## config.mk

```make
export PLATFORM = sky130hd
export DESIGN_NAME = krt_cell
export DESIGN_NICKNAME = d
export VERILOG_FILES = /design/src/rtl/keyed_record_table_unit_defines.svh /design/src/rtl/krt_pkg.sv /design/src/rtl/krt_cell.sv
export SDC_FILE = /design/constraint.sdc
export NUM_CORES = 1
export LEC_CHECK = 0
export ABC_AREA = 1
export BUFFER_PORTS_ARGS = -buffer_cell sky130_fd_sc_hd__buf_2
export CELL_PAD_IN_SITES_DETAIL_PLACEMENT = 2
export CELL_PAD_IN_SITES_GLOBAL_PLACEMENT = 2
export CORE_MARGIN = 4
export CORE_UTILIZATION = 22
export CTS_CLUSTER_SIZE = 24
export DETAILED_ROUTE_END_ITERATION = 8
export PLACE_DENSITY = 0.76
export SLEW_MARGIN = 20
export SYNTH_ARGS = -nofsm -noshare
export SYNTH_HDL_FRONTEND = slang
export SYNTH_SLANG_ARGS = --single-unit
```

## constraint.sdc

```tcl
create_clock -name i_clk -period 5.7 [get_ports i_clk]
set_input_delay 0.57 -clock i_clk [delete_from_list [all_inputs] [get_ports i_clk]]
set_output_delay 0.57 -clock i_clk [all_outputs]
set_load 0.02 [all_outputs]
```

## src/rtl/keyed_record_table_unit_defines.svh

```systemverilog
// Assertion macros for the keyed record table.
`ifndef KEYED_RECORD_TABLE_UNIT_DEFINES_SVH
`define KEYED_RECORD_TABLE_UNIT_DEFINES_SVH

`ifndef ASSERT_OFF
`define KRT_ASSERT(lbl, clk, rst_n, prop, msg) \
    lbl: assert property (@(posedge clk) disable iff (!rst_n) prop) else $error(msg);
`define KRT_ASSERT_NR(lbl, clk, prop, msg) \
    lbl: assert property (@(posedge clk) prop) else $error(msg);
`else
`define KRT_ASSERT(lbl, clk, rst_n, prop, msg)
`define KRT_ASSERT_NR(lbl, clk, prop, msg)
`endif

`endif

```

## src/rtl/krt_pkg.sv

```systemverilog
package krt_pkg;

    typedef enum logic [1:0] {
        OP_ADD  = 2'd0,
        OP_DEL  = 2'd1,
        OP_UPD  = 2'd2,
        OP_READ = 2'd3
    } t_op;

    typedef enum logic [1:0] {
        ST_OK      = 2'd0,
        ST_FULL    = 2'd1,
        ST_DUP     = 2'd2,
        ST_MISSING = 2'd3
    } t_status;

    typedef enum logic [2:0] {
        S_IDLE  = 3'b001,
        S_SCAN  = 3'b010,
        S_APPLY = 3'b100
    } t_state;

    localparam logic REG_CAPACITY = 1'b0;
    localparam logic [6:0] CAPACITY_RESET = 7'd64;

    typedef struct packed {
        logic rotate;
        logic del;
        logic wr;
    } t_cell_ctl;

endpackage

```

## src/rtl/krt_cell.sv

```systemverilog
module krt_cell #(
    parameter int IDXW = 6,
    parameter int IDX  = 0
) (
    input  logic               i_clk,
    input  krt_pkg::t_cell_ctl i_ctl,
    input  logic [IDXW-1:0]    i_sel,
    input  logic [31:0]        i_nb_key,
    input  logic [63:0]        i_nb_pay,
    input  logic [31:0]        i_wr_key,
    input  logic [63:0]        i_wr_pay,
    output logic [31:0]        o_key,
    output logic [63:0]        o_pay
);
    import krt_pkg::*;

    localparam logic [IDXW-1:0] MyIdx = IDXW'(IDX);

    logic        w_shift;
    logic        w_wr;
    logic [31:0] r_key;
    logic [63:0] r_pay;

    assign w_shift = i_ctl.rotate || (i_ctl.del && (i_sel <= MyIdx));
    assign w_wr    = i_ctl.wr && (i_sel == MyIdx);

    always_ff @(posedge i_clk) begin
        if (w_shift) begin
            r_key <= i_nb_key;
            r_pay <= i_nb_pay;
        end else if (w_wr) begin
            r_key <= i_wr_key;
            r_pay <= i_wr_pay;
        end
    end

    assign o_key = r_key;
    assign o_pay = r_pay;

endmodule

```

==> run metrics <==
outcome=finished clean; CP Max Fanout=53; CTS buffer count=9; MaxCap Viol Count=0; Crit Path Class=input pin to flop; synth unique cells=12; Period minus WS final=~3.1 ns; final wirelength=roughly 17 mm; Via-to-Cell Ratio=4.356; Final Max Slew Viols=0; origin of the worst min-delay path=i_nb_pay[19]; layout cells sized above 1=44.77%; fin area=between 6000 and 7000 um2; first-pass iteration count of the detailed router=4; largest area contributor in the netlist=edfxtp_1; Min-Delay Path Class=input pin to flop; H-tree depth=3; Post-CTS Resized=0; sequential element share of the synthesized area=between 60% and 70%; hold buffer count at cts=0; Starting Density=22.64%; hold path depth=3; Worst-path clk slew=about 0.070 ns; Die Wd=around 150 um; I/O pin count=298; first-pass GRT wire length=around 26 mm; critical path data required time=~5.7 ns; Post-DP Area=~6000 um2; postcts setup bufs=0; Fin. Hold Viols=0; clock sinks=96; Rows=50; vias in the first global route=4785; DR iter-0 viols=approximately 120; worst slack, placed=~2.2 ns; Syn Area/Cell=between 10 and 15 um2; Max IR drop VDD=about 0.12 mV; top-area cell type share of the netlist area=about 67%; Post-synth top flop=edfxtp_1; number of antenna violations at the first check in global routing=3; area occupied by multi-input gates=1269 um2; Cell Area, Synth=4292 um2; relative slew slack=around 29%; Die ar.=between 20000 and 25000 um2; GRT Total Usage=between 10% and 20%; gr ovfl total=0; core area=between 15000 and 20000 um2; P_leak=~3.1 nW; crit end category=flop; register area=2883 um2; Pwr Density=between 200 and 300 nW/um2; Root Driver=clkbuf_16; post-synthesis async set-or-reset flop share=0%; Filler Cells Inserted=between 2k and 2.5k; Area growth, synth to finish=46.41%; Clock Tree Buf Depth=2; Period Utilization, post-route=between 50 and 60%; Synth Instances=between 400 and 500; setup_tns=0 ns; synth cell count leaders=192 x nand2_1, 97 x nand3_1, 96 x edfxtp_1, 10 x buf_2, 9 x buf_1; DRT antenna net count=0; synth warn=0; Data arrival, critical path=approximately 3.0 ns; # nets final=slightly above 900; Worst Tran Pin Value=1.069 ns; EDFF count, synth=96; fmax=0.3253 GHz; Setup WS post-layout=between 2 and 3 ns; Synth area leaders=edfxtp_1 67%, nand2_1 17%, nand3_1 11%; Synth Net Count=around 620; via count=between 4k and 5k; TritonCTS clock tree=built; Worst Setup Start Kind=input pin; gpl congestion=0.7840; fin util=approximately a third; WHS Endpoint=o_pay[19]$_DFFE_PP_; Setup violations, final=0; placed wire-length estimate=about 13 mm; port buffer count=about 300; largest net degree at the start of global routing=slightly below 100; die height=147.7 um; most common cell in the netlist=nand2_1; CP Launch Point=i_sel[0]; RSZ-0062 raised after global routing=false; #FFs+latches synth=between 90 and 100; DR DRC count=0; routed length per placed instance=about 17 um
==> layer usage <==
layer,track usage [%],part of all wire (%),vias to the layer above
met4,4.800,1.4,4
met1,16.53,38,2008
li1,-,-,2001
met3,4.874,8.8,18
met5,0,0.12,-
met2,27.16,51,190
==> worst max-delay path by stage <==
stage	endpoint	slack (ns)
after global placement	o_pay[1]$_DFFE_PP_	2.34
final	o_key[29]$_DFFE_PP_	2.63
after detailed placement	o_pay[2]$_DFFE_PP_	2.19
after global routing	o_key[29]$_DFFE_PP_	2.36
after CTS	o_pay[0]$_DFFE_PP_	2.57
after floorplan	o_key[0]$_DFFE_PP_	1.23
==> cells by family after synthesis <==
group,Yosys count,share of synthesized area [%]
and+or+nand+nor,295,28.95
DFF,96,67.17
buffers and inverters,31,3.877
==> cell type report <==
cell class | instances | area share (%)
Sequential cell | 96 | 45.88
Clock buffer | 11 | 3.704
Tap cell | 260 | 5.177
Timing Repair Buffer | 300 | 24.01
Inverter | 1 | 0.07965
Clock inverter | 5 | 0.9160
Multi-Input combinational cell | 295 | 20.19
Antenna cell | 1 | 0.03982
==> critical path: stages <==
cell and delay [ns]:
buf_2 0.10, nor2_1 0.22, nand4_4 0.66, nand3_4 0.74
buf_4 0.68
==> cells in the final DEF (no fill, tap or decap) <==
master,netlist,layout
clkbuf_1,6,2
nand4_4,0,1
edfxtp_1,96,96
clkinv_4,0,1
clkbuf_16,0,9
nand4_1,1,1
buf_2,10,297
bufinv_16,0,1
clkinv_2,0,1
clkinvlp_4,0,2
nand2_4,0,1
nand3_4,0,1
nor2_1,3,3
clkinv_1,0,1
nand2_1,192,192
buf_4,0,3
nand3_1,97,96
diode_2,0,1
==> registers in the layout (all words and copies together), names as in the netlist <==
signal and flops:
o_key 32, o_pay 64
==> where the power goes <==
part	switching, mW	total [mW]	internal (mW)
Combinational	0.219	0.342	0.124
Sequential	0.0187	0.878	0.859
Clock	0.261	0.602	0.340
Total	0.499	1.82	1.32
==> stage by stage <==
stage                     cells  total power [mW]  hold slack, ns
after floorplan             422             1.072          0.7486
after global placement      952             1.228          0.8375
after detailed placement    952             1.244          0.8420
after CTS                   968             1.857          0.4729
after global routing        969             1.915          0.4924
final                       969             1.822          0.4909
Note: power is estimated with default switching activity, not from simulation.
